===== src/infix_to_postfix_converter_assert.svh =====
// ----------------------------------------------------------------------------
// Assertion macros for the infix-to-postfix converter
// Property forms used by the converter's top-level RTL file.
// ----------------------------------------------------------------------------
`ifndef INFIX_TO_POSTFIX_CONVERTER_ASSERT_SVH
`define INFIX_TO_POSTFIX_CONVERTER_ASSERT_SVH

// Condition must hold at every clock edge outside reset.
`define ITP_ASSERT_ALWAYS(label, clk, rst, cond, msg) \
  label: assert property (@(posedge clk) disable iff (rst) (cond)) else $error(msg);

// Antecedent in a cycle implies the consequent in the same cycle.
`define ITP_ASSERT_IMPLY(label, clk, rst, ante, cons, msg) \
  label: assert property (@(posedge clk) disable iff (rst) (ante) |-> (cons)) else $error(msg);

`endif


===== src/itp_pkg.sv =====
// ----------------------------------------------------------------------------
// itp_pkg
// Types, codes and defaults shared by the infix-to-postfix converter.
// ----------------------------------------------------------------------------
`default_nettype none

package itp_pkg;

  localparam int unsigned DEFAULT_STACK_DEPTH = 32;

  // Token kinds
  localparam logic [2:0] CMD_NUMBER   = 3'd0;
  localparam logic [2:0] CMD_OPERATOR = 3'd1;
  localparam logic [2:0] CMD_LPAREN   = 3'd2;
  localparam logic [2:0] CMD_RPAREN   = 3'd3;
  localparam logic [2:0] CMD_END      = 3'd4;

  // Operator codes; a stacked left paren uses its own code
  localparam logic [2:0] OP_ADD      = 3'd0;
  localparam logic [2:0] OP_SUB      = 3'd1;
  localparam logic [2:0] OP_MUL      = 3'd2;
  localparam logic [2:0] OP_DIV      = 3'd3;
  localparam logic [2:0] OP_MOD      = 3'd4;
  localparam logic [2:0] CODE_LPAREN = 3'd5;

  // Result kinds
  localparam logic [1:0] KIND_NUMBER   = 2'd0;
  localparam logic [1:0] KIND_OPERATOR = 2'd1;
  localparam logic [1:0] KIND_END      = 2'd2;
  localparam logic [1:0] KIND_ERROR    = 2'd3;

  // Error codes
  localparam logic [1:0] ERR_NONE     = 2'd0;
  localparam logic [1:0] ERR_OVERFLOW = 2'd1;
  localparam logic [1:0] ERR_RPAREN   = 2'd2;
  localparam logic [1:0] ERR_LPAREN   = 2'd3;

  typedef struct packed {
    logic [2:0]         cmd;
    logic [2:0]         op_code;
    logic signed [31:0] number_value;
  } token_t;

  typedef struct packed {
    logic [1:0]         out_kind;
    logic [2:0]         out_op;
    logic signed [31:0] out_value;
    logic [1:0]         error_code;
    logic               last;
  } result_t;

  // One step of the stack walk, as chosen by the compare unit
  typedef struct packed {
    logic       pop;   // emit top as operator, shrink stack
    logic       drop;  // discard matched left paren, shrink stack
    logic       push;  // write operator at top, grow stack
    logic       fin;   // final result follows, stack is cleared
    logic [1:0] kind;
    logic [1:0] err;
  } decision_t;

endpackage

`default_nettype wire


===== src/itp_ram.sv =====
// ----------------------------------------------------------------------------
// itp_ram
// Generic single-write, single-read RAM with registered read data.
// ----------------------------------------------------------------------------
`default_nettype none

module itp_ram #(
  parameter int unsigned WIDTH = 3,
  parameter int unsigned DEPTH = 32
) (
  input  wire logic                     clk,
  input  wire logic                     we,
  input  wire logic [$clog2(DEPTH)-1:0] waddr,
  input  wire logic [WIDTH-1:0]         wdata,
  input  wire logic                     re,
  input  wire logic [$clog2(DEPTH)-1:0] raddr,
  output      logic [WIDTH-1:0]         rdata
);

  logic [WIDTH-1:0] mem [DEPTH];

  always_ff @(posedge clk) begin
    if (we) begin
      mem[waddr] <= wdata;
    end
    if (re) begin
      rdata <= mem[raddr];
    end
  end

endmodule

`default_nettype wire


===== src/itp_decide.sv =====
// ----------------------------------------------------------------------------
// itp_decide
// Precedence compare unit: picks the next stack action for the token.
// ----------------------------------------------------------------------------
`default_nettype none

module itp_decide import itp_pkg::*; (
  input  wire logic [2:0] cmd,
  input  wire logic [2:0] op,
  input  wire logic [2:0] top,
  input  wire logic       empty,
  input  wire logic       full,
  output      decision_t  dec
);

  function automatic logic [1:0] prec_of(input logic [2:0] code);
    logic [1:0] p;
    p = 2'd0;
    if (code inside {OP_MUL, OP_DIV, OP_MOD}) begin
      p = 2'd2;
    end else if (code inside {OP_ADD, OP_SUB}) begin
      p = 2'd1;
    end
    return p;
  endfunction

  always_comb begin
    dec = '0;
    case (cmd)
      CMD_OPERATOR: begin
        if (!empty && (prec_of(top) >= prec_of(op))) begin
          dec.pop = 1'b1;
        end else if (full) begin
          dec.fin  = 1'b1;
          dec.kind = KIND_ERROR;
          dec.err  = ERR_OVERFLOW;
        end else begin
          dec.push = 1'b1;
        end
      end
      CMD_RPAREN: begin
        if (empty) begin
          dec.fin  = 1'b1;
          dec.kind = KIND_ERROR;
          dec.err  = ERR_RPAREN;
        end else if (top == CODE_LPAREN) begin
          dec.drop = 1'b1;
        end else begin
          dec.pop = 1'b1;
        end
      end
      CMD_END: begin
        if (empty) begin
          dec.fin  = 1'b1;
          dec.kind = KIND_END;
          dec.err  = ERR_NONE;
        end else if (top == CODE_LPAREN) begin
          dec.fin  = 1'b1;
          dec.kind = KIND_ERROR;
          dec.err  = ERR_LPAREN;
        end else begin
          dec.pop = 1'b1;
        end
      end
      default: begin
        dec = '0;
      end
    endcase
  end

endmodule

`default_nettype wire


===== src/infix_to_postfix_converter.sv =====
// ----------------------------------------------------------------------------
// infix_to_postfix_converter
// Shunting-yard converter: infix tokens in, postfix tokens out, with an
// operator stack held in RAM and walked by a small sequencer.
// ----------------------------------------------------------------------------
//
//   channel | direction | handshake                  | payload
//   --------+-----------+----------------------------+-----------------
//   token   | in        | token_valid / token_ready  | token_t (token)
//   result  | out       | result_valid / result_ready| result_t (result)
//
// Steps: a left paren is taken in idle; a number or a left paren overflow goes
// to the final state. Operator, right paren or end: accept, then a RAM read and
// a compare per entry, a decision at an empty stack, final state on end or error.
// Reset (rst, synchronous) empties the stack and drops any pending result;
// the stack RAM itself is not cleared.
// A waiting result holds any further result; the next token is taken meanwhile.
// ----------------------------------------------------------------------------
`default_nettype none

`include "infix_to_postfix_converter_assert.svh"

module infix_to_postfix_converter import itp_pkg::*; #(
  parameter int unsigned STACK_DEPTH = DEFAULT_STACK_DEPTH
) (
  input  wire logic    clk,
  input  wire logic    rst,
  input  wire logic    token_valid,
  output      logic    token_ready,
  input  wire token_t  token,
  output      logic    result_valid,
  input  wire logic    result_ready,
  output      result_t result
);

  localparam int unsigned AW = $clog2(STACK_DEPTH);
  localparam int unsigned CW = $clog2(STACK_DEPTH + 1);

  typedef enum logic [1:0] {
    ST_IDLE,
    ST_READ,
    ST_COMPARE,
    ST_FINAL
  } state_t;

  state_t             state;
  logic [CW-1:0]      count;      // entries in use
  logic [2:0]         cmd_q;
  logic [2:0]         op_q;
  logic signed [31:0] value_q;
  logic               held_valid; // popped operator not yet known to be last
  logic [2:0]         held_op;
  logic [1:0]         fin_kind;
  logic [1:0]         fin_err;

  logic               accept;
  logic               out_free;
  logic               cnt_empty;
  logic               cnt_full;
  logic               lparen_push;
  logic               dec_active;
  logic               step;
  logic               emit_final;
  logic               emit_held;
  decision_t          dec;

  logic               ram_we;
  logic [AW-1:0]      ram_waddr;
  logic [2:0]         ram_wdata;
  logic               ram_re;
  logic [AW-1:0]      ram_raddr;
  logic [2:0]         ram_rdata;

  assign token_ready = (state == ST_IDLE);
  assign accept      = token_valid && token_ready;
  assign out_free    = !result_valid || result_ready;
  assign cnt_empty   = (count == '0);
  assign cnt_full    = (count == CW'(STACK_DEPTH));
  assign lparen_push = accept && (token.cmd == CMD_LPAREN) && !cnt_full;

  // Decide when the top entry is in hand, or at once when the stack is empty
  assign dec_active = (state == ST_COMPARE) || ((state == ST_READ) && cnt_empty);
  // Hold while a held operator has nowhere to go
  assign step       = dec_active && !(held_valid && !out_free);

  // Load the result register from the final stage or from the held operator
  assign emit_final = (state == ST_FINAL) && out_free;
  assign emit_held  = step && held_valid;

  assign ram_we    = lparen_push || (step && dec.push);
  assign ram_waddr = count[AW-1:0];
  assign ram_wdata = (state == ST_IDLE) ? CODE_LPAREN : op_q;
  assign ram_re    = (state == ST_READ) && !cnt_empty;
  assign ram_raddr = AW'(count - 1'b1);

  itp_ram #(
    .WIDTH (3),
    .DEPTH (STACK_DEPTH)
  ) u_stack (
    .clk   (clk),
    .we    (ram_we),
    .waddr (ram_waddr),
    .wdata (ram_wdata),
    .re    (ram_re),
    .raddr (ram_raddr),
    .rdata (ram_rdata)
  );

  itp_decide u_decide (
    .cmd   (cmd_q),
    .op    (op_q),
    .top   (ram_rdata),
    .empty (cnt_empty),
    .full  (cnt_full),
    .dec   (dec)
  );

  always_ff @(posedge clk) begin
    if (rst) begin
      state        <= ST_IDLE;
      count        <= '0;
      held_valid   <= 1'b0;
      result_valid <= 1'b0;
    end else begin
      if (emit_final || emit_held) begin
        result_valid <= 1'b1;
      end else if (result_valid && result_ready) begin
        result_valid <= 1'b0;
      end

      case (state)
        ST_IDLE: begin
          if (accept) begin
            cmd_q   <= token.cmd;
            op_q    <= token.op_code;
            value_q <= token.number_value;
            case (token.cmd)
              CMD_NUMBER: begin
                fin_kind <= KIND_NUMBER;
                fin_err  <= ERR_NONE;
                state    <= ST_FINAL;
              end
              CMD_OPERATOR: begin
                // drop operator codes that mean nothing
                if (token.op_code <= OP_MOD) begin
                  state <= ST_READ;
                end
              end
              CMD_LPAREN: begin
                if (cnt_full) begin
                  fin_kind <= KIND_ERROR;
                  fin_err  <= ERR_OVERFLOW;
                  count    <= '0;
                  state    <= ST_FINAL;
                end else begin
                  count <= count + 1'b1;
                end
              end
              CMD_RPAREN, CMD_END: begin
                state <= ST_READ;
              end
              default: begin
                // unknown token kind: ignore
              end
            endcase
          end
        end
        ST_READ: begin
          if (!cnt_empty) begin
            state <= ST_COMPARE;
          end
        end
        ST_COMPARE: begin
          // advanced by the step logic below
        end
        ST_FINAL: begin
          if (emit_final) begin
            result <= '{out_kind:   fin_kind,
                        out_op:     OP_ADD,
                        out_value:  (fin_kind == KIND_NUMBER) ? value_q : 32'sd0,
                        error_code: fin_err,
                        last:       1'b1};
            state <= ST_IDLE;
          end
        end
        default: begin
          state <= ST_IDLE;
        end
      endcase

      if (step) begin
        // Hold the newly popped operator, if any, in place of the old one
        held_valid <= dec.pop;
        // Release the held operator; it is last unless more results follow
        if (held_valid) begin
          result <= '{out_kind:   KIND_OPERATOR,
                      out_op:     held_op,
                      out_value:  32'sd0,
                      error_code: ERR_NONE,
                      last:       !(dec.pop || dec.fin)};
        end
        if (dec.pop) begin
          held_op <= ram_rdata;
          count   <= count - 1'b1;
          state   <= ST_READ;
        end else if (dec.drop) begin
          count <= count - 1'b1;
          state <= ST_IDLE;
        end else if (dec.push) begin
          count <= count + 1'b1;
          state <= ST_IDLE;
        end else if (dec.fin) begin
          fin_kind <= dec.kind;
          fin_err  <= dec.err;
          count    <= '0;
          state    <= ST_FINAL;
        end else begin
          state <= ST_IDLE;
        end
      end
    end
  end

  `ITP_ASSERT_ALWAYS(a_count_bound, clk, rst, count <= CW'(STACK_DEPTH), "stack count past depth")
  `ITP_ASSERT_IMPLY(a_idle_no_held, clk, rst, token_ready, !held_valid, "held operator left in idle")
  `ITP_ASSERT_IMPLY(a_push_room, clk, rst, ram_we, !cnt_full, "stack write while full")
  `ITP_ASSERT_IMPLY(a_final_no_held, clk, rst, state == ST_FINAL, !held_valid, "held operator behind final")

endmodule

`default_nettype wire


===== config.mk =====
export PLATFORM = sky130hd
export DESIGN_NAME = infix_to_postfix_converter
export DESIGN_NICKNAME = d
export VERILOG_FILES = /design/src/itp_pkg.sv /design/src/itp_ram.sv /design/src/itp_decide.sv /design/src/infix_to_postfix_converter.sv
export VERILOG_INCLUDE_DIRS = /design/src /design/src/src
export SDC_FILE = /design/constraint.sdc
export NUM_CORES = 1
export LEC_CHECK = 0
export BUFFER_PORTS_ARGS = -buffer_cell sky130_fd_sc_hd__buf_2
export CORE_ASPECT_RATIO = 1.4
export CORE_MARGIN = 3
export CORE_UTILIZATION = 26
export CTS_CLUSTER_SIZE = 24
export DETAILED_ROUTE_END_ITERATION = 8
export PLACE_DENSITY = 0.46
export SLEW_MARGIN = 20
export SYNTH_ARGS = -nofsm -noshare
export SYNTH_HDL_FRONTEND = slang
export SYNTH_HIERARCHICAL = 1
export SYNTH_SLANG_ARGS = --single-unit

===== constraint.sdc =====
create_clock -name clk -period 6 [get_ports clk]
set_clock_uncertainty 0.1 [all_clocks]
set_input_delay 0.6 -clock clk [delete_from_list [all_inputs] [get_ports clk]]
set_output_delay 0.6 -clock clk [all_outputs]
set_load 0.05 [all_outputs]

==> results.cfg, run 1 <==
[run_status]
status = finished, final reports clean

[worst_setup_path]
critPathMaxStageDelay_ps = 780
arrival_ps = 4350
r2r-end = u_stack/mem[3][0]
path_buf_inv = 1
critical_path_class = flop to flop
endpoint_kind = flop
crit_path_start_kind = flop
critPathSlowestCell = nor3b_1
crit_chain = inv_1 -> ha_1 -> or4b_4 -> nor2_1 -> nor3_1 -> nor3b_1 -> a21o_2 -> nand3_1 -> nor2_1
critical_path.top_delay_family = simple AND/OR/NAND/NOR gates
crit_path_max_fanout = 11
worstPathRequired_ps = 6010
r2r_start = count[0]
rrSetupSlack_ps = 1670
r2r_cells = 9
crit_top_cell = nor2_1

[synthesis]
synthAdderAreaFrac_pct = 0.583
ys_seq_elements = 194
synthArstFlopShare_pct = 0
syn_inst = 607
syn-num-nets = 653
synth-main-ff-cell = edfxtp_1
synthSimpleGateAreaFrac_pct = 12.7
synth_compound_area_share_pct = 7.44
yosysWarnings = 6
synth_area_mm2 = 0.00858
muxShareOfSynthArea_pct = 9.07
synth_cell_types = 67
synth_edf_count = 184
synth.avg_cell_area_um2 = 14.1
synth_xor_area_share_pct = 0.408
synth_top_family_by_area = simple AND/OR/NAND/NOR gates
synth_seq_area_share_pct = 66.7

[placement]
port_buffers = 83
hpwlAfterDp_um = 14400
gp_congestion = 0.794
dp.cells = 1100
dpl-instance-area_mm2 = 0.00943

[global_routing]
overflow = 0
track_usage_pct = 12.0
antenna_found_initial = 0
grt_pass1_vias = 5452
grt_pass1_wl_um = 32700
grt_max_degree = 47

[sta]
worst_pin_slew_ps = 1040
slew_viol_final = 0
rsz0062_at_grt = no
tns_ps = 0
fin_crit_ps = 4330
fmaxAchievable_ghz = 0.231
final-setup-viol-count = 0
final_hold_viol_count = 0
min_period_over_period_pct = 72.2
max-slew-margin-rel_pct = 29.5

[drt]
firstDrtPassIters = 4
viasPerCell = 4.64
drtAntennaViolNets = 0
vias = 5248
drt-initial-drc-count = 342
routed_wl_um = 21100
drc_errors = 0
wl_per_cell_um = 18.6

[die]
dieArea_mm2 = 0.0353
rows = 78
io_pins = 84
initial_utilization_pct = 26.4
core-area_mm2 = 0.0325
die_x_um = 160
chipHeight_um = 221

[min_path]
min-delay-start = token[7]
hold_end = value_q[7]
hp-class = input port to flop
hold_depth = 1

[cts]
clock_sinks = 194
root_buffer = clkbuf_16
numCtsBuffers = 17
cts_hold_buffers = 0
clk_pin_slew_ps = 80
cts_resized = 0
cts.path.max_buffers = 2
clk_latency_ps = 440
cts_tree = done
htreeDepth = 4
post-cts-setup-buffers = 0

[power]
ir_drop_v = 0.000191
powerDensity_mw_per_mm2 = 359
p_leak_nw = 3.43

[final_layout]
fillers = 3284
final_common_cell = edfxtp_1
multiInputGateArea_mm2 = 0.00263
design_area_mm2 = 0.0100
final_util_pct = 30.8
areaGrowthSynthToFinish_pct = 16.8
final_cell_mix = edfxtp_1, buf_2, nand2_1
fin_nets = 725
ff_latch_area_mm2 = 0.00573
diodes = 0
finalNonFillerCells = 1132
layout-drive-gt1-share_pct = 27.6

[job]
drv_cap = 0
registers in the layout, indices dropped and copies added, names as in the netlist:
register       flops
cmd_q              3
count              6
held_op            3
result            40
value_q           32
result_valid       1
fin_err            2
state              2
fin_kind           2
u_stack/mem       96
u_stack/rdata      3
op_q               3
held_valid         1
kinds of logic (layout without fill, tap and decap cells):
kind of cell | count (synthesis) | count (layout)
flip-flops | 194 | 194
adder cells (fa/ha/maj) | 4 | 4
AND/OR/NAND/NOR | 217 | 217
AO/OA/AOI/OAI | 98 | 98
buffers and inverters | 51 | 136
multiplexers | 39 | 39
XOR/XNOR | 4 | 4
worst max-delay path by stage:
stage          cells past startpoint            endpoint  startpoint  slack (ps)
2_1_floorplan                     11          fin_err[0]    count[0]        2500
3_3_place_gp                      10         fin_kind[1]    count[0]        1760
3_5_place_dp                       9   u_stack/mem[3][1]    count[0]        1660
4_1_cts                            9   u_stack/mem[3][0]    count[0]        1650
5_1_grt                            9  u_stack/mem[23][2]    count[0]        1380
6_report                           9   u_stack/mem[3][0]    count[0]        1670
area by class of cell:
type | count | share of cell area, %
multi-input cells | 362 | 26.3
flip-flops and latches | 194 | 57.1
well taps | 440 | 5.49
inverters | 14 | 0.524
clock buffers | 17 | 4.24
repair buffers | 90 | 4.67
clock inverters | 15 | 1.69
cells in the mapped netlist (all sizes together), types with 4 or more instances:
library cell	instances	area, um^2
mux4	30	679
a21oi	48	240
and3	5	33.8
buf	13	120
o21ai	12	71.3
or2	6	37.5
nor3	6	30.0
ha	4	50.1
edfxtp	184	5530
clkbuf	24	90.1
or3b	7	61.3
o211ai	7	52.6
nand2	64	243
nand3	39	200
nand3b	7	56.3
mux2	7	78.8
dfxtp	10	200
nor2	54	203
nor3b	6	45.0
inv	14	52.6
metrics by stage:
step	power, mW	setup WS, ps	hold slack [ps]
after floorplan	2.29	2500	366
after global placement	2.52	1760	385
after detailed placement	2.52	1660	395
after CTS	3.67	1650	199
after global routing	3.78	1380	209
final	3.60	1670	233
power breakdown:
group	switching (mW)	internal, mW	total [mW]	leakage [nW]
Sequential	0.0552	1.63	1.69	1.78
Combinational	0.522	0.260	0.782	1.37
Clock	0.541	0.593	1.13	0.286
Total	1.12	2.48	3.60	3.43
routing by layer:
layer | routed length (um) | GRT usage [%]
met3 | 927 | 2.64
met4 | 522 | 4.63
met2 | 11000 | 20.9
met1 | 8680 | 14.5
met5 | 0 | 0
No activity file was read; power rests on OpenSTA's default activity.
==> inputs of run 2 (changes only) <==
==> constraint.sdc (replaced) <==
create_clock -name clk -period 4.2 [get_ports clk]
set_clock_uncertainty 0.1 [all_clocks]
set_input_delay 0.42 -clock clk [delete_from_list [all_inputs] [get_ports clk]]
set_output_delay 0.42 -clock clk [all_outputs]
set_load 0.05 [all_outputs]
==> run 2 against run 1 <==
Net effect:
- total power increased by 45%
- final cell count increased by 0.71%
- critical path depth increased by 2
- worst hold slack got worse by 180 ps
- global-route usage about the same
- non-clock buffer count increased by 8
- via count about the same
- utilization increased by 0.21 points
- highest routed layer unchanged
==> results.cfg, run 2 (synthesized netlist as in run 1, its figures left out) <==
[run_status]
status = finished, final reports clean

[sta]
tns_ps = 0
fin_crit_ps = 3580
min_period_over_period_pct = 85.2
worst_pin_slew_ps = 862
rsz0062_at_grt = no
finalHoldWorstSlack_ps = 51.5
max-slew-margin-rel_pct = 42.4
fmaxAchievable_ghz = 0.280
slew_viol_final = 0
final_hold_viol_count = 0
final-setup-viol-count = 0

[cts]
cts_tree = done
post-cts-setup-buffers = 0
cts.path.max_buffers = 2
clk_pin_slew_ps = 80
clock_sinks = 194
cts_resized = 0
numCtsBuffers = 17
root_buffer = clkbuf_16
clk_latency_ps = 440
cts_hold_buffers = 0
htreeDepth = 4

[power]
p_leak_nw = 3.48
powerDensity_mw_per_mm2 = 516
ir_drop_v = 0.000238
power.total_mw = 5.21

[worst_setup_path]
crit_path_max_fanout = 11
arrival_ps = 3660
critPathSlowestCell = or4b_4
timing.critical_path.from = count[0]
endpoint_kind = flop
cp-endpoint = fin_err[0]
r2r_start = count[0]
worstPathRequired_ps = 4290
crit_path_start_kind = flop
rrSetupSlack_ps = 620
r2r_cells = 11
critPathMaxStageDelay_ps = 530
crit_chain = inv_1 -> ha_1 -> or4b_4 -> nor2_1 -> nand4b_1 -> and2_2 -> o21ai_0 -> buf_4 -> nor3b_1 -> nand4b_2 -> mux2_2
r2r-end = fin_err[0]
critical_path_class = flop to flop

[global_routing]
grt_max_degree = 42
antenna_found_initial = 0
overflow = 0
grt_pass1_wl_um = 32800
track_usage_pct = 12.1
grt_pass1_vias = 5471

[final_layout]
diodes = 0
largest_reg_flops = 96
areaGrowthSynthToFinish_pct = 17.6
final_cell_mix = edfxtp_1, buf_2, nand2_1
layout-drive-gt1-share_pct = 28.4
final_util_pct = 31.1
final_common_cell = edfxtp_1
finalNonFillerCells = 1140
fin_nets = 733
largest_registers = u_stack/mem (96), result (40), value_q (32)
fillers = 3247
regMostFlops = u_stack/mem

[drt]
routed_wl_um = 21400
viasPerCell = 4.60
drtAntennaViolNets = 0
firstDrtPassIters = 5
drt-initial-drc-count = 337
vias = 5246
drc_errors = 0
wl_per_cell_um = 18.7

[placement]
hpwlAfterDp_um = 14500
port_buffers = 83
gp_congestion = 0.790
dp.cells = 1108

[die]
core-area_mm2 = 0.0325
chipHeight_um = 221
initial_utilization_pct = 26.4
dieArea_mm2 = 0.0353
die_x_um = 160
rows = 78
io_pins = 84

[min_path]
min-delay-start = token[24]
hp-class = input port to flop

[job]
drv_cap = 0
==> run 2: changes by cell type in the layout (fill, tap and decap cells not counted), sizes merged <==
cell	change
inv	+2
clkinv	-1
clkinvlp	-1
buf	+8
==> run 2: final cells by class <==
type / instances / area (um^2) / share of cell area (%)
Tap cell: 440 / 551 / 5.46
Clock inverter: 15 / 188 / 1.86
Inverter: 14 / 52.6 / 0.521
Timing Repair Buffer: 98 / 528 / 5.23
Multi-Input combinational cell: 362 / 2620 / 26.0
Clock buffer: 17 / 425 / 4.22
Sequential cell: 194 / 5730 / 56.7
==> run 2: metal layers <==
metal	routed length [um]	part of all wire, %	GRT usage [%]
met1	8790	41	14.4
met2	11300	53	21.2
met3	898	4.2	2.85
met4	386	1.8	4.38
met5	0	0	0
==> run 2: worst min path at each step <==
stage                        to  slack [ps]  cells after the start
floorplan            held_op[0]         370                      0
finish              value_q[24]          50                      1
global route        value_q[24]          20                      1
detailed placement   held_op[0]         390                      0
global placement     held_op[0]         400                      0
CTS                  value_q[2]          20                      1
==> run 2: power by group <==
group	internal, mW	total (mW)	switching (mW)
registers	2.33	2.40	0.0706
logic	0.387	1.14	0.756
clock network	0.862	1.67	0.803
total	3.58	5.21	1.63
==> run 2: worst max-delay path, delay by kind of cell, from the launching register on <==
family                   cells  cell delay, ps
adder cells (fa/ha/maj)      1             250
flip-flops                   1             400
buffers and inverters        2             290
AO/OA/AOI/OAI                1             150
multiplexers                 1             350
AND/OR/NAND/NOR              6            1790
==> run 2: metrics by stage <==
stage | setup WS, ps | instance area (um^2)
floorplan | 698 | 8580
detailed placement | 648 | 9480
global route | 334 | 10100
finish | 622 | 10100
global placement | 729 | 9480
CTS | 614 | 10100
